### config.mk
export PLATFORM = sky130hd
export DESIGN_NAME = stepper_position_step_generator_core
export DESIGN_NICKNAME = d
export VERILOG_FILES = /design/src/spg_pkg.sv /design/src/spg_sequencer.sv /design/src/spg_datapath.sv /design/src/stepper_position_step_generator_core.sv
export SDC_FILE = /design/constraint.sdc
export NUM_CORES = 2
export LEC_CHECK = 0
export BUFFER_PORTS_ARGS = -buffer_cell sky130_fd_sc_hd__buf_2
export CAP_MARGIN = 20
export CORE_MARGIN = 1
export CORE_UTILIZATION = 50
export CTS_CLUSTER_DIAMETER = 200
export DETAILED_ROUTE_END_ITERATION = 6
export GPL_TIMING_DRIVEN = 0
export PLACE_DENSITY = 0.75
export SKIP_LAST_GASP = 1
export SLEW_MARGIN = 25
export SYNTH_ARGS = -nofsm -noshare
export SYNTH_HDL_FRONTEND = slang
export SYNTH_HIERARCHICAL = 1
export SYNTH_SLANG_ARGS = --single-unit
### constraint.sdc
create_clock -name clock -period 10.5 [get_ports clock]
set_input_delay 1.05 -clock clock [delete_from_list [all_inputs] [get_ports clock]]
set_output_delay 1.05 -clock clock [all_outputs]
set_load 0.1 [all_outputs]
### src/spg_pkg.sv
// Shared types, constants and microcode ROM of the stepper step generator.
// No dependencies; used by every module of the block.
`default_nettype none

package spg_pkg;

   localparam int TIME_W     = 32;
   localparam int RATE_W     = 24;
   localparam int ACC_W      = 40;
   localparam int PROD_W     = RATE_W + TIME_W;
   localparam int SUM_W      = PROD_W + 1;
   localparam int POS_PORT_W = 32;
   localparam int CSR_IDX_W  = 2;
   localparam int UPC_W      = 4;
   localparam int MAX_RESULTS = 16;

   localparam int MAX_STEPS_DEFAULT     = 16;
   localparam int POSITION_BITS_DEFAULT = 32;

   // one step = 1e6 * 256 accumulator units
   localparam logic [ACC_W-1:0]  ONE_STEP_UNITS = 40'd256000000;
   localparam logic [ACC_W-1:0]  TWO_STEP_UNITS = 40'd512000000;
   localparam logic [RATE_W-1:0] DEFAULT_RATE   = 24'd256;

   typedef enum logic [1:0] {
      REQ_TICK = 2'd0,
      REQ_MOVE = 2'd1,
      REQ_SET  = 2'd2
   } req_kind_type;

   typedef enum logic [CSR_IDX_W-1:0] {
      CSR_RISE_RATE    = 2'd0,
      CSR_FALL_RATE    = 2'd1,
      CSR_INVERT_DIR   = 2'd2,
      CSR_MOTOR_ENABLE = 2'd3
   } csr_idx_type;

   typedef enum logic [2:0] {
      OP_NOP,
      OP_MOVE,
      OP_SETPOS,
      OP_SYNC,
      OP_MUL,
      OP_ACCUM,
      OP_STEP,
      OP_STATUS
   } uop_type;

   typedef enum logic [2:0] {
      COND_NONE,
      COND_ALWAYS,
      COND_IS_MOVE,
      COND_IS_SET,
      COND_NO_TICK,
      COND_AT_TARGET,
      COND_NO_STEP,
      COND_MORE
   } cond_type;

   typedef struct packed {
      uop_type           op;
      cond_type          cond;
      logic [UPC_W-1:0]  target;
      logic              done;
   } uword_type;

   // sequencer -> datapath
   typedef struct packed {
      logic    start;
      logic    exec;
      uop_type op;
   } dp_ctl_type;

   // datapath -> sequencer
   typedef struct packed {
      logic is_move;
      logic is_set;
      logic no_tick;
      logic at_target;
      logic no_step;
      logic more;
      logic slot_free;
   } dp_flags_type;

   localparam logic [UPC_W-1:0] L_SYNC   = 4'd8;
   localparam logic [UPC_W-1:0] L_MOVE   = 4'd9;
   localparam logic [UPC_W-1:0] L_SET    = 4'd10;
   localparam logic [UPC_W-1:0] L_STATUS = 4'd11;
   localparam logic [UPC_W-1:0] L_STEP   = 4'd7;

   function automatic uword_type spg_urom(input logic [UPC_W-1:0] addr);
      uword_type w;
      unique case (addr)
         4'd0:    w = '{op: OP_NOP,    cond: COND_IS_MOVE,   target: L_MOVE,   done: 1'b0};
         4'd1:    w = '{op: OP_NOP,    cond: COND_IS_SET,    target: L_SET,    done: 1'b0};
         4'd2:    w = '{op: OP_NOP,    cond: COND_NO_TICK,   target: L_STATUS, done: 1'b0};
         4'd3:    w = '{op: OP_NOP,    cond: COND_AT_TARGET, target: L_SYNC,   done: 1'b0};
         4'd4:    w = '{op: OP_MUL,    cond: COND_NONE,      target: L_STATUS, done: 1'b0};
         4'd5:    w = '{op: OP_ACCUM,  cond: COND_NONE,      target: L_STATUS, done: 1'b0};
         4'd6:    w = '{op: OP_NOP,    cond: COND_NO_STEP,   target: L_STATUS, done: 1'b0};
         4'd7:    w = '{op: OP_STEP,   cond: COND_MORE,      target: L_STEP,   done: 1'b1};
         4'd8:    w = '{op: OP_SYNC,   cond: COND_ALWAYS,    target: L_STATUS, done: 1'b0};
         4'd9:    w = '{op: OP_MOVE,   cond: COND_ALWAYS,    target: L_STATUS, done: 1'b0};
         4'd10:   w = '{op: OP_SETPOS, cond: COND_ALWAYS,    target: L_STATUS, done: 1'b0};
         default: w = '{op: OP_STATUS, cond: COND_NONE,      target: L_STATUS, done: 1'b1};
      endcase
      return w;
   endfunction

endpackage

`default_nettype wire

### src/spg_sequencer.sv
// Microcode sequencer: step counter, ROM fetch and conditional jumps.
// Depends on spg_pkg.
`default_nettype none

module spg_sequencer (
   input  wire logic                  clock,
   input  wire logic                  reset,
   input  wire logic                  req_valid,
   output logic                       req_stall,
   input  wire spg_pkg::dp_flags_type flags,
   output spg_pkg::dp_ctl_type        ctl
);
   import spg_pkg::*;

   logic             busy_ff, busy_in;
   logic [UPC_W-1:0] upc_ff, upc_in;
   uword_type        uw;
   logic             is_emit;
   logic             taken;
   logic             exec;

   assign uw      = spg_urom(upc_ff);
   assign is_emit = (uw.op == OP_STEP) || (uw.op == OP_STATUS);
   assign exec    = busy_ff && (!is_emit || flags.slot_free);

   always_comb begin
      unique case (uw.cond)
         COND_NONE:      taken = 1'b0;
         COND_ALWAYS:    taken = 1'b1;
         COND_IS_MOVE:   taken = flags.is_move;
         COND_IS_SET:    taken = flags.is_set;
         COND_NO_TICK:   taken = flags.no_tick;
         COND_AT_TARGET: taken = flags.at_target;
         COND_NO_STEP:   taken = flags.no_step;
         COND_MORE:      taken = flags.more;
         default:        taken = 1'b0;
      endcase
   end

   always_comb begin
      busy_in = busy_ff;
      upc_in  = upc_ff;
      if (!busy_ff) begin
         if (req_valid) begin
            busy_in = 1'b1;
            upc_in  = '0;
         end
      end else if (exec) begin
         if (taken) begin
            upc_in = uw.target;
         end else if (uw.done) begin
            busy_in = 1'b0;
         end else begin
            upc_in = upc_ff + UPC_W'(1);
         end
      end
   end

   always_ff @(posedge clock) begin
      if (reset) begin
         busy_ff <= 1'b0;
         upc_ff  <= '0;
      end else begin
         busy_ff <= busy_in;
         upc_ff  <= upc_in;
      end
   end

   assign req_stall = busy_ff;
   assign ctl.start = req_valid && !busy_ff;
   assign ctl.exec  = exec;
   assign ctl.op    = busy_ff ? uw.op : OP_NOP;

endmodule

`default_nettype wire

### src/spg_datapath.sv
// Datapath: config registers, motion state, rate multiplier, saturating
// accumulator and the result register. Depends on spg_pkg.
`default_nettype none

module spg_datapath #(
   parameter int MAX_STEPS_PER_TICK = spg_pkg::MAX_STEPS_DEFAULT,
   parameter int POSITION_BITS      = spg_pkg::POSITION_BITS_DEFAULT
) (
   input  wire logic                              clock,
   input  wire logic                              reset,
   input  wire logic                              csr_write_enable,
   input  wire logic [spg_pkg::CSR_IDX_W-1:0]     csr_index,
   input  wire logic [spg_pkg::RATE_W-1:0]        csr_write_data,
   input  wire logic [1:0]                        req_type,
   input  wire logic [spg_pkg::TIME_W-1:0]        req_now_us,
   input  wire logic signed [spg_pkg::POS_PORT_W-1:0] req_position_value,
   input  wire spg_pkg::dp_ctl_type               ctl,
   output spg_pkg::dp_flags_type                  flags,
   output logic                                   rsp_valid,
   input  wire logic                              rsp_stall,
   output logic                                   rsp_step_pulse,
   output logic                                   rsp_direction_level,
   output logic signed [spg_pkg::POS_PORT_W-1:0]  rsp_position_now,
   output logic                                   rsp_moving,
   output logic                                   rsp_last_of_run
);
   import spg_pkg::*;

   localparam int PB       = POSITION_BITS;
   localparam int STEP_CAP = (MAX_STEPS_PER_TICK < MAX_RESULTS) ? MAX_STEPS_PER_TICK
                                                                : MAX_RESULTS;
   localparam int CNT_W    = $clog2(STEP_CAP + 1);

   // config
   logic [RATE_W-1:0] rise_ff, rise_in, fall_ff, fall_in;
   logic              inv_ff, inv_in, en_ff, en_in;
   // held request
   logic [1:0]            type_ff, type_in;
   logic [TIME_W-1:0]     now_ff, now_in;
   logic signed [PB-1:0]  value_ff, value_in;
   // motion state
   logic signed [PB-1:0]  cur_ff, cur_in, tgt_ff, tgt_in;
   logic [RATE_W-1:0]     rate_ff, rate_in;
   logic [ACC_W-1:0]      acc_ff, acc_in;
   logic [TIME_W-1:0]     last_ff, last_in;
   logic                  fwd_ff, fwd_in;
   logic [PROD_W-1:0]     prod_ff, prod_in;
   logic [CNT_W-1:0]      cnt_ff, cnt_in;
   // result register
   logic                  vld_ff, vld_in;
   logic                  pulse_ff, pulse_in;
   logic                  dir_ff, dir_in;
   logic signed [POS_PORT_W-1:0] pos_ff, pos_in;
   logic                  mov_ff, mov_in;
   logic                  last_run_ff, last_run_in;

   logic                  step_up;
   logic signed [PB-1:0]  cur_step;
   logic [TIME_W-1:0]     dt;
   logic [SUM_W-1:0]      sum;
   logic                  more;
   logic [RATE_W-1:0]     rise_eff, fall_eff;

   assign step_up  = tgt_ff > cur_ff;
   assign cur_step = step_up ? cur_ff + PB'(1) : cur_ff - PB'(1);
   assign dt       = now_ff - last_ff;
   assign sum      = SUM_W'(acc_ff) + SUM_W'(prod_ff);
   assign rise_eff = (rise_ff == '0) ? DEFAULT_RATE : rise_ff;
   assign fall_eff = (fall_ff == '0) ? DEFAULT_RATE : fall_ff;
   // another step follows this one
   assign more     = (acc_ff >= TWO_STEP_UNITS) && (cur_step != tgt_ff) &&
                     (cnt_ff < CNT_W'(STEP_CAP - 1));

   assign flags.is_move   = (type_ff == REQ_MOVE);
   assign flags.is_set    = (type_ff == REQ_SET);
   assign flags.no_tick   = (type_ff != REQ_TICK) || !en_ff;
   assign flags.at_target = (cur_ff == tgt_ff);
   assign flags.no_step   = (acc_ff < ONE_STEP_UNITS);
   assign flags.more      = more;
   assign flags.slot_free = !vld_ff || !rsp_stall;

   always_comb begin
      rise_in = rise_ff;
      fall_in = fall_ff;
      inv_in  = inv_ff;
      en_in   = en_ff;
      if (csr_write_enable) begin
         unique case (csr_index)
            CSR_RISE_RATE:    rise_in = csr_write_data;
            CSR_FALL_RATE:    fall_in = csr_write_data;
            CSR_INVERT_DIR:   inv_in  = csr_write_data[0];
            CSR_MOTOR_ENABLE: en_in   = csr_write_data[0];
            default:          rise_in = rise_ff;
         endcase
      end
   end

   always_comb begin
      type_in     = type_ff;
      now_in      = now_ff;
      value_in    = value_ff;
      cur_in      = cur_ff;
      tgt_in      = tgt_ff;
      rate_in     = rate_ff;
      acc_in      = acc_ff;
      last_in     = last_ff;
      fwd_in      = fwd_ff;
      prod_in     = prod_ff;
      cnt_in      = cnt_ff;
      vld_in      = vld_ff && rsp_stall;
      pulse_in    = pulse_ff;
      dir_in      = dir_ff;
      pos_in      = pos_ff;
      mov_in      = mov_ff;
      last_run_in = last_run_ff;

      if (ctl.start) begin
         type_in  = req_type;
         now_in   = req_now_us;
         value_in = req_position_value[PB-1:0];
         cnt_in   = '0;
      end

      if (ctl.exec) begin
         unique case (ctl.op)
            OP_NOP: begin
               cnt_in = cnt_ff;
            end
            OP_MOVE: begin
               tgt_in  = value_ff;
               rate_in = (value_ff >= cur_ff) ? rise_eff : fall_eff;
            end
            OP_SETPOS: begin
               cur_in  = value_ff;
               tgt_in  = value_ff;
               acc_in  = '0;
               last_in = now_ff;
            end
            OP_SYNC: begin
               acc_in  = '0;
               last_in = now_ff;
            end
            OP_MUL: begin
               prod_in = PROD_W'(rate_ff) * PROD_W'(dt);
               last_in = now_ff;
            end
            OP_ACCUM: begin
               acc_in = (|sum[SUM_W-1:ACC_W]) ? '1 : sum[ACC_W-1:0];
            end
            OP_STEP: begin
               cur_in      = cur_step;
               fwd_in      = step_up;
               acc_in      = acc_ff - ONE_STEP_UNITS;
               cnt_in      = cnt_ff + CNT_W'(1);
               vld_in      = 1'b1;
               pulse_in    = 1'b1;
               dir_in      = step_up ^ inv_ff;
               pos_in      = POS_PORT_W'(cur_step);
               mov_in      = (cur_step != tgt_ff);
               last_run_in = !more;
            end
            OP_STATUS: begin
               vld_in      = 1'b1;
               pulse_in    = 1'b0;
               dir_in      = fwd_ff ^ inv_ff;
               pos_in      = POS_PORT_W'(cur_ff);
               mov_in      = (cur_ff != tgt_ff);
               last_run_in = 1'b1;
            end
            default: begin
               cnt_in = cnt_ff;
            end
         endcase
      end
   end

   always_ff @(posedge clock) begin
      if (reset) begin
         rise_ff <= DEFAULT_RATE;
         fall_ff <= DEFAULT_RATE;
         inv_ff  <= 1'b0;
         en_ff   <= 1'b1;
         cur_ff  <= '0;
         tgt_ff  <= '0;
         rate_ff <= DEFAULT_RATE;
         acc_ff  <= '0;
         last_ff <= '0;
         fwd_ff  <= 1'b1;
         cnt_ff  <= '0;
         vld_ff  <= 1'b0;
      end else begin
         rise_ff <= rise_in;
         fall_ff <= fall_in;
         inv_ff  <= inv_in;
         en_ff   <= en_in;
         cur_ff  <= cur_in;
         tgt_ff  <= tgt_in;
         rate_ff <= rate_in;
         acc_ff  <= acc_in;
         last_ff <= last_in;
         fwd_ff  <= fwd_in;
         cnt_ff  <= cnt_in;
         vld_ff  <= vld_in;
      end
   end

   // payload, no reset
   always_ff @(posedge clock) begin
      type_ff     <= type_in;
      now_ff      <= now_in;
      value_ff    <= value_in;
      prod_ff     <= prod_in;
      pulse_ff    <= pulse_in;
      dir_ff      <= dir_in;
      pos_ff      <= pos_in;
      mov_ff      <= mov_in;
      last_run_ff <= last_run_in;
   end

   assign rsp_valid           = vld_ff;
   assign rsp_step_pulse      = pulse_ff;
   assign rsp_direction_level = dir_ff;
   assign rsp_position_now    = pos_ff;
   assign rsp_moving          = mov_ff;
   assign rsp_last_of_run     = last_run_ff;

endmodule

`default_nettype wire

### src/stepper_position_step_generator_core.sv
// Results: a move-to, set-position, disabled tick, unknown request, tick at target or
// tick without a whole step gives one status result; a stepping tick gives its pulses,
// one pulse per cycle while rsp_stall is low (at most 16), and no status result.
// A new request is taken only once the sequencer is idle again, after its last result
// has entered the result register. Reset (synchronous, active high):
// rates 256, invert 0, enable 1, position, target, accumulator and time 0, forward.
//
// Top level of the constant-rate stepper step generator.
// Depends on spg_pkg, spg_sequencer and spg_datapath.
`default_nettype none

module stepper_position_step_generator_core #(
   parameter int MAX_STEPS_PER_TICK = spg_pkg::MAX_STEPS_DEFAULT,
   parameter int POSITION_BITS      = spg_pkg::POSITION_BITS_DEFAULT
) (
   input  wire logic                                  clock,
   input  wire logic                                  reset,
   // config write port
   input  wire logic                                  csr_write_enable,
   input  wire logic [spg_pkg::CSR_IDX_W-1:0]         csr_index,
   input  wire logic [spg_pkg::RATE_W-1:0]            csr_write_data,
   // request channel
   input  wire logic                                  req_valid,
   output logic                                       req_stall,
   input  wire logic [1:0]                            req_type,
   input  wire logic [spg_pkg::TIME_W-1:0]            req_now_us,
   input  wire logic signed [spg_pkg::POS_PORT_W-1:0] req_position_value,
   // result channel
   output logic                                       rsp_valid,
   input  wire logic                                  rsp_stall,
   output logic                                       rsp_step_pulse,
   output logic                                       rsp_direction_level,
   output logic signed [spg_pkg::POS_PORT_W-1:0]      rsp_position_now,
   output logic                                       rsp_moving,
   output logic                                       rsp_last_of_run
);
   import spg_pkg::*;

   // The sequencer walks a twelve-word microprogram. The first words dispatch
   // on request kind; a stepping tick runs multiply (rate * elapsed us),
   // saturating accumulate, then a single STEP word that loops on itself
   // while another whole step, distance and step budget remain. Every word
   // that emits a result waits for the result register to be free, so the
   // sequencer moves on to the next request while the final result waits.

   dp_ctl_type   ctl;
   dp_flags_type flags;

   spg_sequencer u_seq (
      .clock     (clock),
      .reset     (reset),
      .req_valid (req_valid),
      .req_stall (req_stall),
      .flags     (flags),
      .ctl       (ctl)
   );

   spg_datapath #(
      .MAX_STEPS_PER_TICK (MAX_STEPS_PER_TICK),
      .POSITION_BITS      (POSITION_BITS)
   ) u_dp (
      .clock               (clock),
      .reset               (reset),
      .csr_write_enable    (csr_write_enable),
      .csr_index           (csr_index),
      .csr_write_data      (csr_write_data),
      .req_type            (req_type),
      .req_now_us          (req_now_us),
      .req_position_value  (req_position_value),
      .ctl                 (ctl),
      .flags               (flags),
      .rsp_valid           (rsp_valid),
      .rsp_stall           (rsp_stall),
      .rsp_step_pulse      (rsp_step_pulse),
      .rsp_direction_level (rsp_direction_level),
      .rsp_position_now    (rsp_position_now),
      .rsp_moving          (rsp_moving),
      .rsp_last_of_run     (rsp_last_of_run)
   );

endmodule

`default_nettype wire

==> insert_results.sql <==
INSERT INTO impl_metrics (metric_group, metric, value, unit) VALUES
('run_status', 'status', 'finished with violations', ''),
('run_status', 'violations_in_the_final_reports', 'DRC', ''),
('clock_tree', 'numClockSinks', '391', ''),
('cells_and_area', 'layout_commonest_cell', 'sky130_fd_sc_hd__inv_1', ''),
('global_routing', 'grt_max_degree', '56', ''),
('setup_path', 'r2r-start', 'u_dp/now_ff[0]', ''),
('sta', 'finalHoldViolCount', '0', ''),
('logic_synthesis', 'synth_top_family_by_area', 'adder cells', ''),
('sta', 'timing.final.crit_share', '0.982', ''),
('cells_and_area', 'finalNetCount', '6983', ''),
('setup_path', 'path_delay_family', 'adder cells', ''),
('logic_synthesis', 'ys_async_sr_fraction', '0', ''),
('logic_synthesis', 'synth.top_cells.by_area', 'sky130_fd_sc_hd__fa_1, sky130_fd_sc_hd__edfxtp_1, sky130_fd_sc_hd__dfxtp_1', ''),
('cells_and_area', 'final_cell_count_no_fill', '7196', ''),
('setup_path', 'worst_ep_arrival_time', '10670', 'ps'),
('setup_path', 'critPathLaunchType', 'flip-flop', ''),
('routing', 'route.vias.total', '42100', ''),
('logic_synthesis', 'synth_seq_area_share', '0.192', ''),
('logic_synthesis', 'postSynthCellCount', '5652', ''),
('clock_tree', 'tritoncts', 'done', ''),
('global_routing', 'grt_pass1_vias', '42400', ''),
('logic_synthesis', 'synth_simple_gate_area_frac', '0.189', ''),
('floorplan', 'initial_utilization', '0.505', ''),
('clock_tree', 'clock_tree.htree_level_count', '2', ''),
('sta', 'worst_pin_slew', '1130', 'ps'),
('setup_path', 'cp_common_cell', 'sky130_fd_sc_hd__fa_1', ''),
('setup_path', 'worstReg2RegEnd', 'u_dp/prod_ff[55]', ''),
('sta', 'worst_hold_slack', '452', 'ps'),
('routing', 'detail_route.iter0.violations', '4023', ''),
('floorplan', 'dieHeight', '315', 'µm'),
('logic_synthesis', 'synth-adder-area-share', '0.361', ''),
('global_routing', 'grt.overflow.total', '0', ''),
('setup_path', 'critical_path_required', '10860', 'ps'),
('clock_tree', 'clk-insertion-delay-late', '630', 'ps'),
('clock_tree', 'cts_inserted_buffers', '46', ''),
('logic_synthesis', 'synth_seq_cells', '391', ''),
('placement', 'placedInstanceArea', '0.0514', 'mm²'),
('setup_path', 'setup.reg_to_reg.worst_slack', '190', 'ps'),
('setup_path', 'timing.reg2reg.worst_path_depth', '40', ''),
('sta', 'slew_headroom', '0.243', ''),
('placement', 'final_estimated_routing_congestion_in_global_placement', '0.995', ''),
('setup_path', 'timing.critical_path.slowest_stage_cell', 'sky130_fd_sc_hd__fa_2', ''),
('logic_synthesis', 'synth_compound_gate_area_share', '0.127', ''),
('routing', 'drc_errors', '36', ''),
('global_routing', 'grt_pass1_wl', '246000', 'µm'),
('logic_synthesis', 'synth_top_area_frac', '0.270', ''),
('min_path', 'worstHoldStart', 'u_dp/last_ff[15]', ''),
('sta', 'maxSlewViolCount', '0', ''),
('min_path', 'worst_hold_path.endpoint', 'u_dp/last_ff[15]', ''),
('min_path', 'timing.hold.worst.class', 'flip-flop to flip-flop', ''),
('sta', 'finalSetupViolCount', '0', ''),
('routing', 'routed_via_density', '5.85', ''),
('cells_and_area', 'most_frequent_cells_in_the_layout', 'sky130_fd_sc_hd__inv_1, sky130_fd_sc_hd__nand2_1, sky130_fd_sc_hd__fa_1', ''),
('floorplan', 'die_w', '315', 'µm'),
('logic_synthesis', 'synthesis.yosys.warnings', '6', ''),
('cells_and_area', 'finish.utilization', '0.558', ''),
('clock_tree', 'cts-root-buf', 'sky130_fd_sc_hd__clkbuf_16', ''),
('cells_and_area', 'drive_gt1_frac', '0.0755', ''),
('pwr', 'vdd.ir_drop.worst', '0.149', 'mV'),
('global_routing', 'grt_util_all_layers', '0.328', ''),
('routing', 'drt-pass1-iter-count', '7', ''),
('pwr', 'power', '5.50', 'mW'),
('clock_tree', 'clk_transition_reported_paths', '70', 'ps'),
('placement', 'total_placed_cells_including_tap_cells', '7069', ''),
('sta', 'timing.clock.skew', '23.5', 'ps'),
('routing', 'avgRoutedWirePerCell', '22.6', 'µm'),
('logic_synthesis', 'post_synth_num_cell_types', '101', ''),
('logic_synthesis', 'xor_xnor_share_of_the_synthesized_area', '0.0322', ''),
('setup_path', 'path_class', 'flip-flop to flip-flop', ''),
('placement', 'buffer_ports.inserted', '133', ''),
('pwr', 'p_leak', '24.6', 'nW');
==> area by class of cell <==
cell class                      count  area (µm²)
Fill cell                        8737       42800
Antenna cell                       12        30.0
Clock buffer                       49        1160
Buffer                            293        1250
Sequential cell                   391        9410
Tap cell                         1276        1600
Multi-Input combinational cell   4101       35800
Timing Repair Buffer              172        1030
Inverter                          865        3250
Clock inverter                     37         504
==> worst register-to-register path: cells and delay by family, from the launching register on <==
family / cells / cell delay, ps
AOI/OAI and AO/OA: 17 / 3410
xor gates and xnor gates: 2 / 500
adders and majority gates: 10 / 4240
buffers and inverters: 7 / 750
DFF: 1 / 430
and+or+nand+nor: 4 / 730
==> state kept, by name, indices dropped and copies added (netlist names), 11 cells and up <==
| signal | flops |
|---|---|
| u_dp/rate_ff | 24 |
| u_dp/rise_ff | 24 |
| u_dp/tgt_ff | 32 |
| u_dp/value_ff | 32 |
| u_dp/rsp_position_now | 32 |
| u_dp/prod_ff | 56 |
| u_dp/last_ff | 32 |
| u_dp/acc_ff | 40 |
| u_dp/now_ff | 32 |
| u_dp/cur_ff | 32 |
| u_seq/uw | 11 |
| u_dp/fall_ff | 24 |
==> Yosys cell counts, types with 65 or more instances <==
master,number
sky130_fd_sc_hd__ha_1,355
sky130_fd_sc_hd__fa_1,661
sky130_fd_sc_hd__dfxtp_1,233
sky130_fd_sc_hd__nor2_1,253
sky130_fd_sc_hd__nor2b_1,71
sky130_fd_sc_hd__inv_1,865
sky130_fd_sc_hd__nand2_1,788
sky130_fd_sc_hd__o21ai_0,166
sky130_fd_sc_hd__a21o_1,95
sky130_fd_sc_hd__nand3_1,65
sky130_fd_sc_hd__and2_1,408
sky130_fd_sc_hd__a21oi_1,366
sky130_fd_sc_hd__clkbuf_1,271
sky130_fd_sc_hd__edfxtp_1,158
sky130_fd_sc_hd__xnor2_1,111
==> logic make-up (layout without fill, tap and decap cells) <==
logic type | count (synthesis) | after routing
mux | 43 | 43
xor+xnor | 177 | 177
fa+ha+maj | 1016 | 1016
simple gates | 1887 | 1887
buf+inv | 1160 | 1416
other cells | 0 | 12
compound gates | 978 | 978
flops | 391 | 391
==> timing repair <==
action / CTS / global route
setup buffers: 9 / 21
setup endpoints to repair: 27 / 20
gates resized for setup: 65 / 126
gates cloned: 0 / 1
pin swaps: 10 / 35
hold endpoints to repair: 0 / 0
==> power breakdown <==
group	internal (mW)	switching (mW)
Sequential	1.65	0.0324
Combinational	0.704	1.34
Clock	1.03	0.747
Total	3.38	2.12
==> per-stage QoR <==
stage	worst slack, ps	setup TNS, ps
final	186	0
after CTS	-9.41	-9.41
after global placement	-1950	-30380
after detailed placement	-1610	-22210
after floorplan	892	0
after global routing	-142	-398
==> worst max-delay path by stage <==
stage | startpoint | end | slack, ps | depth (start not counted)
after floorplan | u_dp/now_ff[0] | u_dp/prod_ff[55] | 890 | 40
after global placement | u_dp/now_ff[0] | u_dp/prod_ff[54] | -1950 | 37
after detailed placement | u_dp/now_ff[0] | u_dp/prod_ff[54] | -1610 | 41
after CTS | u_dp/now_ff[0] | u_dp/prod_ff[54] | -9 | 42
after global routing | u_dp/now_ff[8] | u_dp/prod_ff[55] | -140 | 39
final | u_dp/now_ff[0] | u_dp/prod_ff[55] | 190 | 40
==> layer usage <==
metal / track usage / share of wire / up-vias
met1: 0.404 / 0.38 / 20700
met3: 0.0611 / 0.086 / 555
met5: 0 / 0.00025 / -
met2: 0.531 / 0.46 / 2157
met4: 0.210 / 0.073 / 6
li1: - / - / 18700
No activity file was read; power rests on OpenSTA's default activity.
